[src/aais_pkg.sv]
// ----------------------------------------------------------------------------
// aais_pkg
// Shared types, constants and the coverage helper of the area-average scaler.
// ----------------------------------------------------------------------------
`default_nettype none
package aais_pkg;

  localparam int unsigned MaxWidthDef  = 512;
  localparam int unsigned MaxHeightDef = 512;

  localparam int unsigned CfgW   = 10;
  localparam int unsigned FracW  = 16;
  localparam int unsigned RatioW = CfgW + FracW;
  localparam int unsigned PosW   = 9;
  localparam int unsigned ChW    = 8;
  localparam int unsigned StepW  = 5;
  localparam int unsigned PixW   = 20;
  localparam int unsigned FxW    = PosW + RatioW + 1;
  localparam int unsigned CovW   = FracW + 1;
  localparam int unsigned AddrW  = 4;

  typedef enum logic {
    OpStore   = 1'b0,
    OpCompute = 1'b1
  } op_e;

  typedef enum logic [1:0] {
    RegSrcW = 2'd0,
    RegSrcH = 2'd1,
    RegTgtW = 2'd2,
    RegTgtH = 2'd3
  } reg_idx_e;

  typedef struct packed {
    logic            opcode;
    logic [PosW-1:0] x_pos;
    logic [PosW-1:0] y_pos;
    logic [ChW-1:0]  alpha_in;
    logic [ChW-1:0]  red_in;
    logic [ChW-1:0]  green_in;
    logic [ChW-1:0]  blue_in;
  } in_item_t;

  typedef struct packed {
    logic [ChW-1:0] alpha_out;
    logic [ChW-1:0] red_out;
    logic [ChW-1:0] green_out;
    logic [ChW-1:0] blue_out;
  } out_item_t;

  typedef struct packed {
    logic [CfgW-1:0] source_width;
    logic [CfgW-1:0] source_height;
    logic [CfgW-1:0] target_width;
    logic [CfgW-1:0] target_height;
  } cfg_t;

  function automatic logic [CovW-1:0] coverage(logic [FxW-1:0] lo, logic [FxW-1:0] hi,
                                                logic [PixW-1:0] pix);
    logic [FxW:0] a;
    logic [FxW:0] b;
    logic [FxW:0] s;
    logic [FxW:0] e;
    logic [FxW:0] d;
    a = {1'b0, pix, {FracW{1'b0}}};
    b = a + (FxW+1)'(1 << FracW);
    s = ({1'b0, lo} > a) ? {1'b0, lo} : a;
    e = ({1'b0, hi} < b) ? {1'b0, hi} : b;
    d = e - s;
    coverage = (e > s) ? d[CovW-1:0] : '0;
  endfunction

endpackage
`default_nettype wire

[src/aais_div.sv]
// ----------------------------------------------------------------------------
// aais_div
// Shared restoring divider, one quotient bit per cycle.
// ----------------------------------------------------------------------------
`default_nettype none
module aais_div
  import aais_pkg::*;
#(
  parameter int unsigned RW = 51
) (
  input  wire logic              clk_i,
  input  wire logic              rst_ni,
  input  wire logic              start_i,
  input  wire logic [RW-1:0]     den_i,
  input  wire logic [RW-1:0]     rem_i,
  input  wire logic [RatioW-1:0] bits_i,
  input  wire logic [StepW-1:0]  steps_i,
  output logic                   done_o,
  output logic      [RatioW-1:0] quot_o
);

  logic              active_q;
  logic              done_q;
  logic [StepW-1:0]  cnt_q;
  logic [RW-1:0]     den_q;
  logic [RW-1:0]     rem_q;
  logic [RatioW-1:0] bits_q;
  logic [RatioW-1:0] quot_q;
  logic [RW:0]       trial;
  logic [RW:0]       diff;
  logic              ge;

  assign trial  = {rem_q, bits_q[RatioW-1]};
  assign diff   = trial - {1'b0, den_q};
  assign ge     = trial >= {1'b0, den_q};
  assign done_o = done_q;
  assign quot_o = quot_q;

  always_ff @(posedge clk_i or negedge rst_ni) begin
    if (!rst_ni) begin
      active_q <= 1'b0;
      done_q   <= 1'b0;
      cnt_q    <= '0;
    end else begin
      done_q <= 1'b0;
      if (start_i) begin
        active_q <= 1'b1;
        cnt_q    <= steps_i;
      end else if (active_q) begin
        cnt_q <= cnt_q - StepW'(1);
        if (cnt_q == StepW'(1)) begin
          active_q <= 1'b0;
          done_q   <= 1'b1;
        end
      end
    end
  end

  always_ff @(posedge clk_i) begin
    if (start_i) begin
      den_q  <= den_i;
      rem_q  <= rem_i;
      bits_q <= bits_i;
      quot_q <= '0;
    end else if (active_q) begin
      rem_q  <= ge ? diff[RW-1:0] : trial[RW-1:0];
      bits_q <= {bits_q[RatioW-2:0], 1'b0};
      quot_q <= {quot_q[RatioW-2:0], ge};
    end
  end

endmodule
`default_nettype wire

[config.mk]
export PLATFORM = sky130hd
export DESIGN_NAME = aais_div
export DESIGN_NICKNAME = d
export VERILOG_FILES = /design/src/aais_pkg.sv /design/src/aais_div.sv
export SDC_FILE = /design/constraint.sdc
export NUM_CORES = 1
export LEC_CHECK = 0
export BUFFER_PORTS_ARGS = -buffer_cell sky130_fd_sc_hd__buf_2
export CORE_MARGIN = 8
export CORE_UTILIZATION = 36
export CTS_CLUSTER_DIAMETER = 50
export DETAILED_ROUTE_END_ITERATION = 16
export SLEW_MARGIN = 25
export SYNTH_ARGS = -nofsm -noshare
export SYNTH_HDL_FRONTEND = slang
export SYNTH_SLANG_ARGS = --single-unit
[constraint.sdc]
create_clock -name clk_i -period 2.8 [get_ports clk_i]
set_input_delay 0.56 -clock clk_i [delete_from_list [all_inputs] [get_ports clk_i]]
set_output_delay 0.56 -clock clk_i [all_outputs]
set_load 0.005 [all_outputs]
==> results of run 1 <==
-- metal layers --
layer	vias up	GRT usage, %
met1	4120	21.1
met2	224	27.3
met3	45	5.46
li1	4205	-
met5	-	0
met4	16	4.13
-- synth_stat cells, types with 24 or more instances --
| cell type | number | share of area (%) |
|---|---|---|
| clkbuf_1 | 24 | 0.92 |
| inv_1 | 67 | 2.6 |
| a21o_1 | 25 | 1.9 |
| a31oi_1 | 32 | 2.1 |
| o21ai_0 | 33 | 1.7 |
| mux2i_1 | 28 | 2.9 |
| nand3_1 | 27 | 1.4 |
| mux2_2 | 28 | 3.2 |
| a21oi_1 | 65 | 3.3 |
| ha_1 | 53 | 6.8 |
| dfxtp_1 | 26 | 5.3 |
| nand2_1 | 109 | 4.2 |
| edfxtp_1 | 128 | 39 |
| nor2_1 | 104 | 4.0 |
-- worst paths after layout --
| check | start | end | slack (ns) | cells past startpoint |
|---|---|---|---|---|
| min reg2reg | quot_o[25]$_SDFFE_PP0P_ | quot_o[25]$_SDFFE_PP0P_ | 0.50 | 2 |
| max | rem_q[3]$_DFFE_PP_ | rem_q[1]$_DFFE_PP_ | -0.23 | 11 |
| min in group asynchronous | rst_ni | cnt_q[1]$_DFFE_PN0P_ | 0.46 | 2 |
| max in group asynchronous | rst_ni | active_q$_DFF_PN0_ | 2.18 | 2 |
| max reg2reg | rem_q[3]$_DFFE_PP_ | rem_q[1]$_DFFE_PP_ | -0.23 | 11 |
| min | den_i[5] | den_q[5]$_DFFE_PP_ | 0.29 | 1 |
-- through the flow --
step | cell area [µm²] | utilization, % | std cells | TNS, ns
4_1_cts | 13000 | 48.5 | 1627 | -8.57
6_report | 13700 | 51.0 | 1643 | -6.77
5_1_grt | 13700 | 51.0 | 1643 | -13.37
3_5_place_dp | 12000 | 44.8 | 1582 | -8.51
2_1_floorplan | 9850 | - | 985 | -0.0120
3_3_place_gp | 12000 | 44.8 | 1582 | -5.26
-- where the power goes --
part           leakage [nW]  internal, mW  switching, mW  total (mW)
registers              1.60          3.27          0.389        3.65
clock network         0.308          1.30           1.21        2.51
logic                  4.16          4.39           4.32        8.71
total                  6.07          8.96           5.91        14.9
-- final cells by class --
class                   instances  area (µm²)  share of cell area (%)
multi-input cells             711        5490                    40.2
flip-flops and latches        161        4540                    33.2
repair buffers                330        2330                    17.1
well taps                     341         427                    3.12
clock buffers                  17         425                    3.11
inverters                      67         251                    1.84
clock inverters                15         203                    1.48
diodes                          1        2.50                  0.0183
-- cell families after synthesis --
kind of cell / count (synthesis) / share of synthesized area (%)
xor+xnor: 38 / 3.41
buf+inv: 113 / 4.94
mux: 56 / 6.11
simple gates: 322 / 15.1
fa+ha+maj: 54 / 7.00
flops: 161 / 46.5
compound gates: 241 / 16.9
-- timing repair --
action                     CTS  global route
pin swaps                   13            79
buffers inserted            11            14
resized for setup           46           104
hold buffers                 1             0
hold endpoints to repair     7             0
setup endpoints to repair   51            52
cloned                       1             3
-- state kept, by name, summed over array words and instances, names as in the netlist --
signal and count:
den_q 51, rem_q 51, bits_q 26, quot_o 26, cnt_q 5, active_q 1
done_o 1
-- cells in the final DEF, fill, tap and decap left out, types with 5 or more instances in the layout --
cell and count:
a21o_1 24, a31oi_1 30, edfxtp_1 128, nand3_1 23, a21oi_2 16, a221o_1 8
xor2_1 15, buf_4 142, ha_1 35, nor2_1 100, nand4_1 10, clkbuf_16 20
buf_6 8, ha_4 17, nand2_1 85, nand2b_1 5, a2bb2oi_1 5, inv_8 6
xnor2_1 23, inv_1 63, mux2i_1 26, and3_1 8, nor3_2 5, o21ai_0 29
nor3_1 10, o31ai_2 5, dfxtp_1 26, mux2_2 26, o21ai_1 5, clkinv_8 5
o21a_1 8, buf_12 12, a21oi_1 48, or3_1 8, dfrtp_1 7, buf_2 161
nand2_4 7, nand2_2 17
-- worst max-delay path: cells and delay by family (launching register included) --
kind / cells / cell delay [ns]
multiplexers: 2 / 0.35
buffers and inverters: 1 / 0.20
adder cells (fa/ha/maj): 1 / 0.30
flip-flops: 1 / 0.43
AO/OA/AOI/OAI: 6 / 1.38
AND/OR/NAND/NOR: 1 / 0.12
==> flow_summary_export.csv, run 1 <==
group,metric,value,unit
timing,rsz0062_at_grt,"yes",
critical_path,endpoint_kind,"flop",
critical_path,slowest_stage,"edfxtp_1",
routing,maxUsedRoutingLayer,"met5",
clocking,insertion_delay,0.44,ns
floorplan,rows,60,
global_routing,antenna_found_initial,10,
placed_design,pre_cts_ws,-0.365,ns
routing,drt_pre_antenna_iters,5,
timing,setup_viol,51,
run_status,outcome,"finished, violations left",
critical_path,cp_slowest_stage_delay,0.43,ns
timing,fmax,0.330,GHz
routing,drc,0,
critical_path,path_class,"reg2reg",
logic_synthesis,synth_cells,985,
clocking,cts_sinks,161,
routing,drt-met1-wl,12700,µm
floorplan,die-area,32600,µm²
logic_synthesis,yosysSeqAreaShare,46.5,%
critical_path,crit_arrival,3.23,ns
final_layout,syn2layout_area_growth,40.1,%
final_layout,nets,1478,
timing,relSlewSlack,57.8,%
routing,wl_met3,1790,µm
timing,fin_skew,0.0184,ns
floorplan,ioPinCount,163,
floorplan,die_w,181,µm
global_routing,grt_pass1_vias,8827,
power,p_per_area,1090,nW/µm²
logic_synthesis,ys_warn_count,0,
clocking,htreeDepth,4,
floorplan,initial_core_util,36.4,%
clocking,cts_max_path_buffers,2,
power,ir_drop,0.000458,V
critical_path,crit_path_start_kind,"flop",
routing,drt_iter0_drc,481,
clocking,cts-root-buf,"clkbuf_16",
placed_design,port_buffers,162,
critical_path,crit_fanout,11,
floorplan,core,26800,µm²
logic_synthesis,synth_edf_count,128,
logic_synthesis,async_flop_share,4.35,%
timing,layout_min_cycle_time,3.03,ns
critical_path,worstPathRequired,3.00,ns
final_layout,n_fill_cell,2477,
placed_design,gp_congestion,0.847,
timing,fin_ws,-0.229,ns
routing,avgViaCountPerCell,5.24,
routing,route.met2.wl,13400,µm
logic_synthesis,synth.distinct_cells,74,
logic_synthesis,syn_area_per_cell,9.90,µm²
clocking,cts_inserted_buffers,17,
clocking,clkTransAtPathRegs,0.08,ns
timing,hold_violations,0,
global_routing,grt_pass1_wl,44300,µm
logic_synthesis,synth_nets,1175,
run_status,violations,"negative setup slack",
timing,fin_crit_sh,108,%
timing,drv_slew,0,
routing,routed_wl,28500,µm
power,fin_total_pwr,14.9,mW
placed_design,dp_hpwl,20200,µm
power,p_leak,6.07,nW
critical_path,cp_cell_sequence,"ha_4, a21o_1, a21oi_2, a21oi_4, o21ai_4, nand4_2, a211o_1, a21oi_4, buf_12, mux2i_2, mux2_4",
timing,hold-worst-slack,0.287,ns
final_layout,drive_gt1_share,40.1,%
worst_hold_path,hp-class,"in2reg",
global_routing,grt_overflow_total,0,
clocking,cts_tree,"yes",
routing,final_antenna_net_count,0,
logic_synthesis,ys_ff_latch,161,
global_routing,grt_max_degree,99,
critical_path,cp_common_cell,"a21oi_4",
logic_synthesis,syn_area,9750,µm²
logic_synthesis,synthFlopType,"edfxtp_1",
floorplan,die_y,181,µm
global_routing,track_usage,16.7,%
routing,post_drt_wl_per_cell,17.3,µm
timing,tightest_slew,0.631,ns
run,maxCapViolCount,0,
routing,dr_total_vias,8610,
Note: power is estimated with default switching activity, not from simulation.
==> run 2: changes to the inputs <==
- CTS_BUF_LIST: default -> sky130_fd_sc_hd__clkbuf_4 sky130_fd_sc_hd__clkbuf_8
==> flow_summary_export.csv, run 2 (synthesis results as in run 1) <==
group,metric,value,unit
run_status,outcome,"finished, violations left",
run_status,violations,"negative setup slack",
global_routing,grt_pass1_wl,44400,µm
floorplan,rows,60,
critical_path,endpoint_kind,"flop",
floorplan,die_w,181,µm
timing,fin_crit_sh,110,%
placed_design,placedCellCount,1582,
global_routing,grt_pass1_vias,8842,
clocking,cts_inserted_buffers,17,
routing,post_drt_wl_per_cell,17.4,µm
final_layout,finalNonFillerCells,1651,
timing,hold_violations,0,
power,p_clk_share,13.1,%
routing,dr_total_vias,8654,
critical_path,crit_arrival,3.31,ns
floorplan,initial_core_util,36.4,%
routing,drc,0,
critical_path,crit_path_start_kind,"flop",
clocking,clkTransAtPathRegs,0.12,ns
timing,fin_ws,-0.268,ns
global_routing,antenna_found_initial,10,
timing,relSlewSlack,59.7,%
timing,setup_viol,52,
routing,routed_wl,28700,µm
clocking,cts_max_path_buffers,2,
power,p_per_area,1070,nW/µm²
final_layout,nets,1485,
global_routing,grt_max_degree,99,
timing,rsz0062_at_grt,"yes",
clocking,insertion_delay,0.48,ns
clocking,cts_tree,"yes",
power,fin_total_pwr,14.6,mW
final_layout,syn2layout_area_growth,40.0,%
timing,layout_min_cycle_time,3.07,ns
power,pwr-share-seq,25.0,%
placed_design,gp_congestion,0.847,
power,ir_drop,0.000390,V
worst_hold_path,hp-class,"in2reg",
critical_path,worstPathRequired,3.04,ns
floorplan,core,26800,µm²
power,p_leak,6.03,nW
routing,final_antenna_net_count,0,
critical_path,path_class,"reg2reg",
critical_path,crit_fanout,12,
timing,fin_skew,0.0248,ns
final_layout,drive_gt1_share,41.4,%
global_routing,grt_overflow_total,0,
timing,drv_slew,0,
timing,tightest_slew,0.600,ns
power,power.internal,8.64,mW
final_layout,largest_registers,"den_q: 51 flops, rem_q: 51 flops",
power,p_switching,5.96,mW
routing,drt_iter0_drc,451,
floorplan,die_y,181,µm
final_layout,final_common_cell,"buf_2",
floorplan,die-area,32600,µm²
run,maxCapViolCount,0,
final_layout,layout_common_cells,"buf_2 (161), buf_4 (143), edfxtp_1 (128), nor2_1 (100), nand2_1 (79)",
timing,fmax,0.326,GHz
routing,drt_pre_antenna_iters,5,
clocking,htreeDepth,4,
placed_design,dp_hpwl,20200,µm
placed_design,port_buffers,162,
clocking,cts-root-buf,"clkbuf_8",
power,swShare,40.8,%
routing,avgViaCountPerCell,5.24,
power,p_comb_share,61.9,%
clocking,cts_sinks,161,
floorplan,ioPinCount,163,
global_routing,track_usage,16.7,%
## run 2: worst paths after layout
check                      slack (ns)                    start  cells after the start                 endpoint
setup / recovery                -0.27       rem_q[3]$_DFFE_PP_                     11       rem_q[1]$_DFFE_PP_
hold / removal                   0.25                den_i[17]                      1      den_q[17]$_DFFE_PP_
setup reg to reg                -0.27       rem_q[3]$_DFFE_PP_                     11       rem_q[1]$_DFFE_PP_
hold reg to reg                  0.51  quot_o[25]$_SDFFE_PP0P_                      2  quot_o[25]$_SDFFE_PP0P_
max in group asynchronous        2.22                   rst_ni                      2     cnt_q[2]$_DFFE_PN0P_
min in group asynchronous        0.42                   rst_ni                      2     cnt_q[1]$_DFFE_PN0P_
## run 2: power by group through the flow
stage               Clock, mW  Sequential [mW]  Combinational (mW)
floorplan                   0             3.51                4.55
global placement            0             3.59                7.03
detailed placement          0             3.61                7.10
CTS                      1.99             3.58                7.86
global route             2.05             3.71                9.85
finish                   1.91             3.64                9.04
## run 2: final cells by class
type                    instances  area [µm²]
clock inverters                15         203
well taps                     341         427
multi-input cells             711        5570
diodes                          2        5.00
fillers                      2440       13100
repair buffers                337        2420
flip-flops and latches        161        4540
clock buffers                  17         234
inverters                      67         251
## run 2: what timing repair did
| item | in CTS | in global routing |
|---|---|---|
| setup buffers | 18 | 13 |
| pin swaps | 24 | 77 |
| hold endpoints to repair | 7 | 0 |
| resized for setup | 55 | 122 |
| cloned | 1 | 3 |
| hold buffers | 1 | 0 |
| setup endpoints to repair | 51 | 52 |
## run 2: through the flow
stage	setup slack (ns)	cell area (µm²)	TNS (ns)	utilization [%]	hold WS, ns
floorplan	-0.0120	9850	-0.0120	-	0.264
global route	-0.372	13700	-14.96	50.9	0.207
finish	-0.268	13700	-8.49	50.9	0.246
global placement	-0.267	12000	-5.26	44.8	0.398
detailed placement	-0.365	12000	-8.51	44.8	0.401
CTS	-0.239	12900	-8.79	48.1	0.195
## run 2: critical path, stage by stage (launching register included)
cell      delay [ns]
edfxtp_1        0.45
ha_4            0.30
a21o_1          0.22
a21oi_2         0.21
a21oi_4         0.11
o21ai_4         0.21
nand4_4         0.11
a211o_1         0.33
a21oi_4         0.34
buf_12          0.20
mux2i_2         0.09
mux2_4          0.26
## run 2: layer usage
| layer | GRT usage, % | up-vias | share of wire [%] |
|---|---|---|---|
| met5 | 0 | - | 0.33 |
| met2 | 27.4 | 221 | 47 |
| met4 | 4.73 | 16 | 1.6 |
| met1 | 21.0 | 4139 | 45 |
| li1 | - | 4231 | - |
| met3 | 5.26 | 47 | 6.0 |
