`config.mk`:
```
export PLATFORM = sky130hd
export DESIGN_NAME = aais_cfg
export DESIGN_NICKNAME = d
export VERILOG_FILES = /design/src/aais_pkg.sv /design/src/aais_cfg.sv
export SDC_FILE = /design/constraint.sdc
export NUM_CORES = 1
export LEC_CHECK = 0
export BUFFER_PORTS_ARGS = -buffer_cell sky130_fd_sc_hd__buf_2
export CAP_MARGIN = 5
export CORE_MARGIN = 2
export CORE_UTILIZATION = 44
export DETAILED_ROUTE_END_ITERATION = 10
export PLACE_DENSITY = 0.76
export SLEW_MARGIN = 20
export SYNTH_ARGS = -nofsm -noshare
export SYNTH_HDL_FRONTEND = slang
export SYNTH_SLANG_ARGS = --single-unit
export TNS_END_PERCENT = 50
```
`constraint.sdc`:
```
create_clock -name clk_i -period 1.08 [get_ports clk_i]
set_clock_uncertainty 0.1 [all_clocks]
set_input_delay 0.108 -clock clk_i [delete_from_list [all_inputs] [get_ports clk_i]]
set_output_delay 0.108 -clock clk_i [all_outputs]
set_load 0.01 [all_outputs]
```
`src/aais_pkg.sv`:
```
// ----------------------------------------------------------------------------
// aais_pkg
// Shared types, constants and the coverage helper of the area-average scaler.
// ----------------------------------------------------------------------------
`default_nettype none
package aais_pkg;

  localparam int unsigned MaxWidthDef  = 512;
  localparam int unsigned MaxHeightDef = 512;

  localparam int unsigned CfgW   = 10;
  localparam int unsigned FracW  = 16;
  localparam int unsigned RatioW = CfgW + FracW;
  localparam int unsigned PosW   = 9;
  localparam int unsigned ChW    = 8;
  localparam int unsigned StepW  = 5;
  localparam int unsigned PixW   = 20;
  localparam int unsigned FxW    = PosW + RatioW + 1;
  localparam int unsigned CovW   = FracW + 1;
  localparam int unsigned AddrW  = 4;

  typedef enum logic {
    OpStore   = 1'b0,
    OpCompute = 1'b1
  } op_e;

  typedef enum logic [1:0] {
    RegSrcW = 2'd0,
    RegSrcH = 2'd1,
    RegTgtW = 2'd2,
    RegTgtH = 2'd3
  } reg_idx_e;

  typedef struct packed {
    logic            opcode;
    logic [PosW-1:0] x_pos;
    logic [PosW-1:0] y_pos;
    logic [ChW-1:0]  alpha_in;
    logic [ChW-1:0]  red_in;
    logic [ChW-1:0]  green_in;
    logic [ChW-1:0]  blue_in;
  } in_item_t;

  typedef struct packed {
    logic [ChW-1:0] alpha_out;
    logic [ChW-1:0] red_out;
    logic [ChW-1:0] green_out;
    logic [ChW-1:0] blue_out;
  } out_item_t;

  typedef struct packed {
    logic [CfgW-1:0] source_width;
    logic [CfgW-1:0] source_height;
    logic [CfgW-1:0] target_width;
    logic [CfgW-1:0] target_height;
  } cfg_t;

  function automatic logic [CovW-1:0] coverage(logic [FxW-1:0] lo, logic [FxW-1:0] hi,
                                                logic [PixW-1:0] pix);
    logic [FxW:0] a;
    logic [FxW:0] b;
    logic [FxW:0] s;
    logic [FxW:0] e;
    logic [FxW:0] d;
    a = {1'b0, pix, {FracW{1'b0}}};
    b = a + (FxW+1)'(1 << FracW);
    s = ({1'b0, lo} > a) ? {1'b0, lo} : a;
    e = ({1'b0, hi} < b) ? {1'b0, hi} : b;
    d = e - s;
    coverage = (e > s) ? d[CovW-1:0] : '0;
  endfunction

endpackage
`default_nettype wire

```
`src/aais_cfg.sv`:
```
// ----------------------------------------------------------------------------
// aais_cfg
// APB register file holding source and target image sizes.
// ----------------------------------------------------------------------------
`default_nettype none
module aais_cfg
  import aais_pkg::*;
(
  input  wire logic             clk_i,
  input  wire logic             rst_ni,
  input  wire logic             psel,
  input  wire logic             penable,
  input  wire logic             pwrite,
  input  wire logic [AddrW-1:0] paddr,
  input  wire logic [31:0]      pwdata,
  output logic      [31:0]      prdata,
  output logic                  pready,
  output cfg_t                  cfg_o
);

  cfg_t     cfg_q;
  reg_idx_e idx;

  assign idx    = reg_idx_e'(paddr[3:2]);
  assign pready = 1'b1;
  assign cfg_o  = cfg_q;

  always_ff @(posedge clk_i or negedge rst_ni) begin
    if (!rst_ni) begin
      cfg_q.source_width  <= CfgW'(512);
      cfg_q.source_height <= CfgW'(512);
      cfg_q.target_width  <= CfgW'(512);
      cfg_q.target_height <= CfgW'(512);
    end else if (psel && penable && pwrite) begin
      unique case (idx)
        RegSrcW: cfg_q.source_width  <= pwdata[CfgW-1:0];
        RegSrcH: cfg_q.source_height <= pwdata[CfgW-1:0];
        RegTgtW: cfg_q.target_width  <= pwdata[CfgW-1:0];
        RegTgtH: cfg_q.target_height <= pwdata[CfgW-1:0];
        default: ;
      endcase
    end
  end

  always_comb begin
    unique case (idx)
      RegSrcW: prdata = {{(32-CfgW){1'b0}}, cfg_q.source_width};
      RegSrcH: prdata = {{(32-CfgW){1'b0}}, cfg_q.source_height};
      RegTgtW: prdata = {{(32-CfgW){1'b0}}, cfg_q.target_width};
      RegTgtH: prdata = {{(32-CfgW){1'b0}}, cfg_q.target_height};
      default: prdata = '0;
    endcase
  end

endmodule
`default_nettype wire

```
==> impl_table.tex, run 1 <==
\begin{tabular}{lr}
\hline
Metric & Value \\
\hline
\multicolumn{2}{l}{\textbf{Clocking}} \\
\quad H-tree level count & 2 \\
\quad TritonCTS clock tree & yes \\
\quad Max clock buf depth & 2 \\
\quad Worst-Skew Late Latency & 290 ps \\
\quad \# clock sinks & 40 \\
\quad Reg clk slew, reported paths & 90 ps \\
\quad Clock root cell & sky130\_fd\_sc\_hd\_\_clkbuf\_8 \\
\quad Clock buffers created by TritonCTS & 5 \\
\multicolumn{2}{l}{\textbf{Worst setup path}} \\
\quad Critical path destination & prdata[6] \\
\quad Family with the most delay on the worst path & multiplexers \\
\quad Worst setup EP type & output pin \\
\quad Critical path peak fanout & 2 \\
\quad Worst-case reg-to-reg path depth & 4 \\
\quad Crit path buffers/inverters & 1 \\
\quad Critical path required time & 870 ps \\
\quad Startpoint of the lowest-slack register-to-register path & cfg\_o[32]\$\_DFFE\_PN0P\_ \\
\quad Flop2flop setup slack & -150 ps \\
\quad Critical Path AT & 1370 ps \\
\quad CP max-delay cell & sky130\_fd\_sc\_hd\_\_mux4\_2 \\
\quad End of the worst register-to-register path & cfg\_o[32]\$\_DFFE\_PN0P\_ \\
\quad Critical path origin & cfg\_o[16]\$\_DFFE\_PN0P\_ \\
\quad Slowest cell delay on critical path & 520 ps \\
\quad Category of the critical setup timing path & flip-flop to output pin \\
\quad Instance count on the critical path & 2 \\
\quad Startpoint type of the worst setup path & flip-flop \\
\quad Crit path cell chain & mux4\_2 > buf\_6 \\
\multicolumn{2}{l}{\textbf{Outcome}} \\
\quad Run status & complete, but fails checks \\
\quad Failing checks & setup timing \\
\multicolumn{2}{l}{\textbf{Power}} \\
\quad Leakage Power & 1.67 nW \\
\quad Power density normalized to cell area & 1910 nW/um2 \\
\quad Largest voltage drop on the vdd net & 1.24 mV \\
\multicolumn{2}{l}{\textbf{Die}} \\
\quad I/O Pins & 114 \\
\quad Placeable core region & 4350 um2 \\
\quad Horizontal extent of the die & 71.3 um \\
\quad Starting density of the core & 45.8\% \\
\quad Vertical die dimension & 71.3 um \\
\quad Placement Rows & 24 \\
\quad Total Die Area & 5090 um2 \\
\multicolumn{2}{l}{\textbf{Timing}} \\
\quad Number of failing hold endpoints at the final stage & 0 \\
\quad Setup repair after global routing missed its margin & true \\
\quad Setup violators final & 56 \\
\quad Shortest period the worst path allows & 1580 ps \\
\quad Final Worst Setup Slack & -500 ps \\
\quad Fmax & 633 MHz \\
\quad Fraction of the cycle the final worst path needs & 146\% \\
\quad Max Transition Viols Final & 0 \\
\multicolumn{2}{l}{\textbf{Finish}} \\
\quad Area of the multi-input gates & 853 um2 \\
\quad Antenna fix cells & 0 \\
\quad Final nets & 303 \\
\quad Sequential Area & 1010 um2 \\
\quad Final core utilization & 78.8\% \\
\quad Fillers & 237 \\
\quad Final std cells w/o fill & 315 \\
\quad Layout area overhead & 72.0\% \\
\quad Fraction of final layout cells sized beyond drive strength 1 & 72.6\% \\
\quad Largest register FFs & 40 \\
\quad Post-route cell area & 3430 um2 \\
\multicolumn{2}{l}{\textbf{Placed design}} \\
\quad Number of instances in the placed design & 282 \\
\quad Estimated wirelength of the detail-placed design & 3.29 mm \\
\quad Standard cell area after detailed placement & 2650 um2 \\
\quad Worst-case setup slack after placement & -250 ps \\
\quad Number of buffer cells added on primary ports & 66 \\
\quad Placer congestion estimate & 0.737 \\
\multicolumn{2}{l}{\textbf{Routing}} \\
\quad Average wire per standard cell & 18.9 um \\
\quad Total wire length after detailed routing & 5.97 mm \\
\quad Detailed-routing iteration count for the pre-antenna-repair pass & 4 \\
\quad Number of DRC markers after the initial detailed-route iteration & 77 \\
\quad Antenna Violating Nets Remaining & 0 \\
\quad Total vias in the final route & 1533 \\
\quad DRC Markers & 0 \\
\quad Via count normalized by instance count & 4.87 \\
\multicolumn{2}{l}{\textbf{Synthesis}} \\
\quad Mean cell area of the mapped netlist & 16.0 um2 \\
\quad Top cells by count, synth & sky130\_fd\_sc\_hd\_\_dfrtp\_1 (36), sky130\_fd\_sc\_hd\_\_mux2\_2 (30), sky130\_fd\_sc\_hd\_\_buf\_4 (24), sky130\_fd\_sc\_hd\_\_mux2\_4 (10), sky130\_fd\_sc\_hd\_\_mux4\_2 (10) \\
\quad Most numerous cell in the Yosys netlist & sky130\_fd\_sc\_hd\_\_dfrtp\_1 \\
\quad \#FFs+latches synth & 40 \\
\quad Leading post-synthesis cells by cell area & sky130\_fd\_sc\_hd\_\_dfrtp\_1 (45\%), sky130\_fd\_sc\_hd\_\_mux2\_2 (17\%), sky130\_fd\_sc\_hd\_\_mux4\_2 (11\%), sky130\_fd\_sc\_hd\_\_buf\_4 (9.0\%), sky130\_fd\_sc\_hd\_\_mux2\_4 (7.5\%) \\
\quad Share of flip-flops with an asynchronous set or reset after synthesis & 100\% \\
\quad Cell type with the largest total area after synthesis & sky130\_fd\_sc\_hd\_\_dfrtp\_1 \\
\quad Post-synth top area share & 45.1\% \\
\quad Number of enable-type register cells in the synthesized netlist & 0 \\
\quad Post-synthesis instance area & 2000 um2 \\
\quad Number of standard cells after synthesis & 125 \\
\quad Most instantiated flip-flop cell in the synthesis netlist & sky130\_fd\_sc\_hd\_\_dfrtp\_1 \\
\quad Number of synthesis warnings & 0 \\
\quad Synth cell types & 14 \\
\quad Sequential-to-total area share from yosys stat & 50.4\% \\
\multicolumn{2}{l}{\textbf{Global route}} \\
\quad Number of antenna violations at the first check in global routing & 0 \\
\quad Via count of the first global-routing pass & 1577 \\
\quad Overflow left after global routing & 0 \\
\quad Global-route wire length before repair & 8.45 mm \\
\quad Total routing usage reported by global routing & 22.8\% \\
\quad Pin count of the biggest net entering global routing & 15 \\
\multicolumn{2}{l}{\textbf{Worst hold path}} \\
\quad Class of the most critical hold timing path & input port to asynchronous set/reset pin \\
\multicolumn{2}{l}{\textbf{Flow run}} \\
\quad Total of max-cap violations & 0 \\
\hline
\end{tabular}
==> routing by layer <==
metal | GRT usage, % | wire length, um
met3 | 5.77 | 356
met5 | 0 | 0
met2 | 40.9 | 3230
met1 | 26.4 | 2210
met4 | 7.76 | 178
==> cell type report <==
cell class              instances  share of cell area [%]
flip-flops and latches         40                    29.3
multi-input cells              78                    24.9
clock buffers                   6                    2.41
repair buffers                137                    40.4
well taps                      52                    1.90
clock inverters                 2                    1.13
==> cell usage in the layout (no fill, tap or decap), types with 4 or more instances in the layout <==
master	Yosys	layout
sky130_fd_sc_hd__dfstp_2	4	4
sky130_fd_sc_hd__conb_1	2	23
sky130_fd_sc_hd__buf_2	1	20
sky130_fd_sc_hd__buf_4	24	14
sky130_fd_sc_hd__buf_12	0	4
sky130_fd_sc_hd__buf_6	3	88
sky130_fd_sc_hd__clkbuf_8	0	6
sky130_fd_sc_hd__mux2_4	10	11
sky130_fd_sc_hd__dfrtp_1	36	36
sky130_fd_sc_hd__mux4_2	10	10
sky130_fd_sc_hd__mux2_2	30	29
sky130_fd_sc_hd__dlygate4sd3_1	0	11
==> worst register-to-register path: cells and delay by family (launching register included) <==
kind / cells / cell delay, ps
buffers and inverters: 3 / 350
DFF: 1 / 410
muxes: 1 / 260
==> kinds of logic after synthesis <==
group | after synthesis | share of synthesized area, %
buf+inv | 28 | 11.0
flops | 40 | 50.4
mux | 50 | 35.7
other cells | 2 | 0.376
simple gates | 5 | 2.51
==> power by group <==
part / internal (W) / leakage, nW / switching (W) / total, W
Clock: 0.000756 / 0.0614 / 0.000549 / 0.00131
Sequential: 0.00187 / 0.483 / 0.000284 / 0.00216
Combinational: 0.00204 / 1.13 / 0.00104 / 0.00308
==> worst min-delay path by stage <==
stage          startpoint               endpoint  slack (ps)  cells after the start
6_report           rst_ni  cfg_o[22]$_DFFE_PN0P_         130                      2
5_1_grt            rst_ni  cfg_o[22]$_DFFE_PN0P_         150                      2
4_1_cts            rst_ni  cfg_o[22]$_DFFE_PN0P_         130                      2
3_5_place_dp       rst_ni  cfg_o[22]$_DFFE_PN0P_         -80                      1
3_3_place_gp       rst_ni  cfg_o[22]$_DFFE_PN0P_         -90                      1
2_1_floorplan      rst_ni   cfg_o[0]$_DFFE_PN0P_        -290                      0
==> per-stage QoR <==
stage	TNS, ps	total power, W	hold WS (ps)
final	-8000	0.00654	126
after global routing	-9150	0.00680	147
after CTS	-6790	0.00610	135
after detailed placement	-10290	0.00405	-80.6
after global placement	-9600	0.00400	-87.4
after floorplan	-1530	0.00301	-288
==> repair_timing <==
action,CTS,global route
endpoints found under the hold margin,69,0
resized for setup,65,27
setup endpoints to repair,46,53
setup buffers,6,16
hold buffers,11,0
(Power assumes the default switching activity.)
==> inputs of run 2 (changes only) <==
==> constraint.sdc (replaced) <==
create_clock -name clk_i -period 1.08 [get_ports clk_i]
set_clock_uncertainty 0.1 [all_clocks]
set_input_delay 0.108 -clock clk_i [delete_from_list [all_inputs] [get_ports clk_i]]
set_output_delay 0.108 -clock clk_i [all_outputs]
set_load 0.05 [all_outputs]
==> impl_table.tex, run 2 (synthesis gave the netlist of run 1 again) <==
\begin{tabular}{lr}
\hline
Metric & Value \\
\hline
\multicolumn{2}{l}{\textbf{Outcome}} \\
\quad Run status & complete, but fails checks \\
\quad Failing checks & setup timing \\
\multicolumn{2}{l}{\textbf{Timing}} \\
\quad Max Transition Viols Final & 0 \\
\quad Shortest period the worst path allows & 1600 ps \\
\quad Final Worst Setup Slack & -519 ps \\
\quad Final worst hold slack & 21.8 ps \\
\quad Fmax & 625 MHz \\
\quad Setup violators final & 58 \\
\quad Fraction of the cycle the final worst path needs & 148\% \\
\quad Number of failing hold endpoints at the final stage & 0 \\
\quad Setup repair after global routing missed its margin & true \\
\multicolumn{2}{l}{\textbf{Routing}} \\
\quad Detailed-routing iteration count for the pre-antenna-repair pass & 4 \\
\quad M1 WL & 2.36 mm \\
\quad Total wire length after detailed routing & 6.49 mm \\
\quad Routed wire length on met3 & 416 um \\
\quad Top metal layer carrying routed signals & met4 \\
\quad Antenna Violating Nets Remaining & 0 \\
\quad Number of DRC markers after the initial detailed-route iteration & 65 \\
\quad Total vias in the final route & 1582 \\
\quad Average wire per standard cell & 20.4 um \\
\quad DR WL met2 & 3.54 mm \\
\quad DRC Markers & 0 \\
\quad Via count normalized by instance count & 4.97 \\
\multicolumn{2}{l}{\textbf{Worst setup path}} \\
\quad Worst setup EP type & output pin \\
\quad CP max-delay cell & sky130\_fd\_sc\_hd\_\_mux4\_2 \\
\quad Critical path peak fanout & 2 \\
\quad Crit path cell chain & mux4\_2 > buf\_8 \\
\quad Startpoint type of the worst setup path & flip-flop \\
\quad Crit path buffers/inverters & 1 \\
\quad Critical path required time & 870 ps \\
\quad Critical Path AT & 1390 ps \\
\quad Slowest cell delay on critical path & 490 ps \\
\quad Flop2flop setup slack & -150 ps \\
\quad Category of the critical setup timing path & flip-flop to output pin \\
\quad Family with the most delay on the worst path & multiplexers \\
\multicolumn{2}{l}{\textbf{Global route}} \\
\quad Overflow left after global routing & 0 \\
\quad Global-route wire length before repair & 8.22 mm \\
\quad Total routing usage reported by global routing & 21.7\% \\
\quad Pin count of the biggest net entering global routing & 41 \\
\quad Via count of the first global-routing pass & 1593 \\
\quad Number of antenna violations at the first check in global routing & 0 \\
\multicolumn{2}{l}{\textbf{Clocking}} \\
\quad \# clock sinks & 40 \\
\quad Clock buffers created by TritonCTS & 5 \\
\quad H-tree level count & 2 \\
\quad Reg clk slew, reported paths & 70 ps \\
\quad Clock root cell & sky130\_fd\_sc\_hd\_\_clkbuf\_8 \\
\quad Worst-Skew Late Latency & 290 ps \\
\quad TritonCTS clock tree & yes \\
\quad Max clock buf depth & 2 \\
\multicolumn{2}{l}{\textbf{Die}} \\
\quad Total Die Area & 5090 um2 \\
\quad Placeable core region & 4350 um2 \\
\quad Horizontal extent of the die & 71.3 um \\
\quad Vertical die dimension & 71.3 um \\
\quad Starting density of the core & 45.8\% \\
\quad Placement Rows & 24 \\
\quad I/O Pins & 114 \\
\multicolumn{2}{l}{\textbf{Power}} \\
\quad Power density normalized to cell area & 2310 nW/um2 \\
\quad Largest voltage drop on the vdd net & 1.35 mV \\
\quad Leakage Power & 1.70 nW \\
\quad Sum of internal, switching and leakage power & 0.00835 W \\
\multicolumn{2}{l}{\textbf{Finish}} \\
\quad Final nets & 306 \\
\quad Area of the multi-input gates & 895 um2 \\
\quad Sequential Area & 1050 um2 \\
\quad Top library cells by usage in the layout, fill and taps aside & sky130\_fd\_sc\_hd\_\_buf\_6 (58), sky130\_fd\_sc\_hd\_\_dfrtp\_2 (36), sky130\_fd\_sc\_hd\_\_buf\_8 (28) \\
\quad Most common cell after layout, fill and taps aside & sky130\_fd\_sc\_hd\_\_buf\_6 \\
\quad Fillers & 206 \\
\quad Fraction of final layout cells sized beyond drive strength 1 & 86.5\% \\
\quad Largest register FFs & 40 \\
\quad Layout area overhead & 81.0\% \\
\quad Antenna fix cells & 0 \\
\multicolumn{2}{l}{\textbf{Flow run}} \\
\quad Total of max-cap violations & 0 \\
\multicolumn{2}{l}{\textbf{Placed design}} \\
\quad Placer congestion estimate & 0.799 \\
\quad Worst-case setup slack after placement & -297 ps \\
\quad Number of buffer cells added on primary ports & 66 \\
\quad Estimated wirelength of the detail-placed design & 3.46 mm \\
\multicolumn{2}{l}{\textbf{Worst hold path}} \\
\quad Class of the most critical hold timing path & input port to flip-flop \\
\hline
\end{tabular}
-- run 2: cell count changes in the layout (fill, tap and decap cells not counted), sizes merged --
cell | previous run | this run
buf | 126 | 131
bufinv | 1 | 0
clkbuf | 6 | 8
clkinv | 1 | 0
dlygate4sd3 | 11 | 9
-- run 2: worst reg2reg max path, cell delays in order (launching register included) --
cell,delay [ps]
sky130_fd_sc_hd__dfrtp_2,420
sky130_fd_sc_hd__buf_6,120
sky130_fd_sc_hd__buf_6,110
sky130_fd_sc_hd__buf_6,100
sky130_fd_sc_hd__mux2_4,260
-- run 2: per-layer routing --
metal / up-vias / global-route usage, %
met1: 802 / 26.0
met2: 83 / 38.7
li1: 684 / -
met3: 13 / 3.80
met4: 0 / 8.81
met5: - / 0
-- run 2: timing repair --
action	4_1_cts	5_1_grt
endpoints found under the hold margin	66	0
endpoints found under the setup margin	50	55
hold buffers	9	0
resized for setup	132	37
gates cloned	0	0
buffers inserted	7	17
-- run 2: path summary, 6_finish.rpt --
path / start / endpoint / cells past startpoint
max: cfg_o[3]$_DFFE_PN0P_ / prdata[3] / 2
min: pwdata[3] / cfg_o[13]$_DFFE_PN0P_ / 2
max reg2reg: cfg_o[33]$_DFFE_PN0P_ / cfg_o[33]$_DFFE_PN0P_ / 4
min reg2reg: cfg_o[5]$_DFFE_PN0P_ / cfg_o[5]$_DFFE_PN0P_ / 1
max in group asynchronous: rst_ni / cfg_o[9]$_DFFE_PN1P_ / 3
min in group asynchronous: rst_ni / cfg_o[33]$_DFFE_PN0P_ / 3
-- run 2: area by class of cell --
cell class,count,share of cell area (%)
repair buffers,140,41.8
clock buffers,8,2.49
well taps,52,1.80
flip-flops and latches,40,29.1
multi-input cells,78,24.8
-- run 2: through the flow --
step           utilization (%)  std cells  cell area, um2  setup TNS [ps]
4_1_cts                   78.0        307            3400           -9020
3_3_place_gp              62.9        284            2740           -9750
5_1_grt                   83.0        318            3610          -11670
6_report                  83.0        318            3610          -10070
2_1_floorplan                -        146            2150           -4160
3_5_place_dp              62.9        284            2740          -10150
-- run 2: power breakdown --
group | internal [W] | switching (W)
Sequential | 0.00193 | 0.000285
Clock | 0.000521 | 0.000503
Combinational | 0.00239 | 0.00272
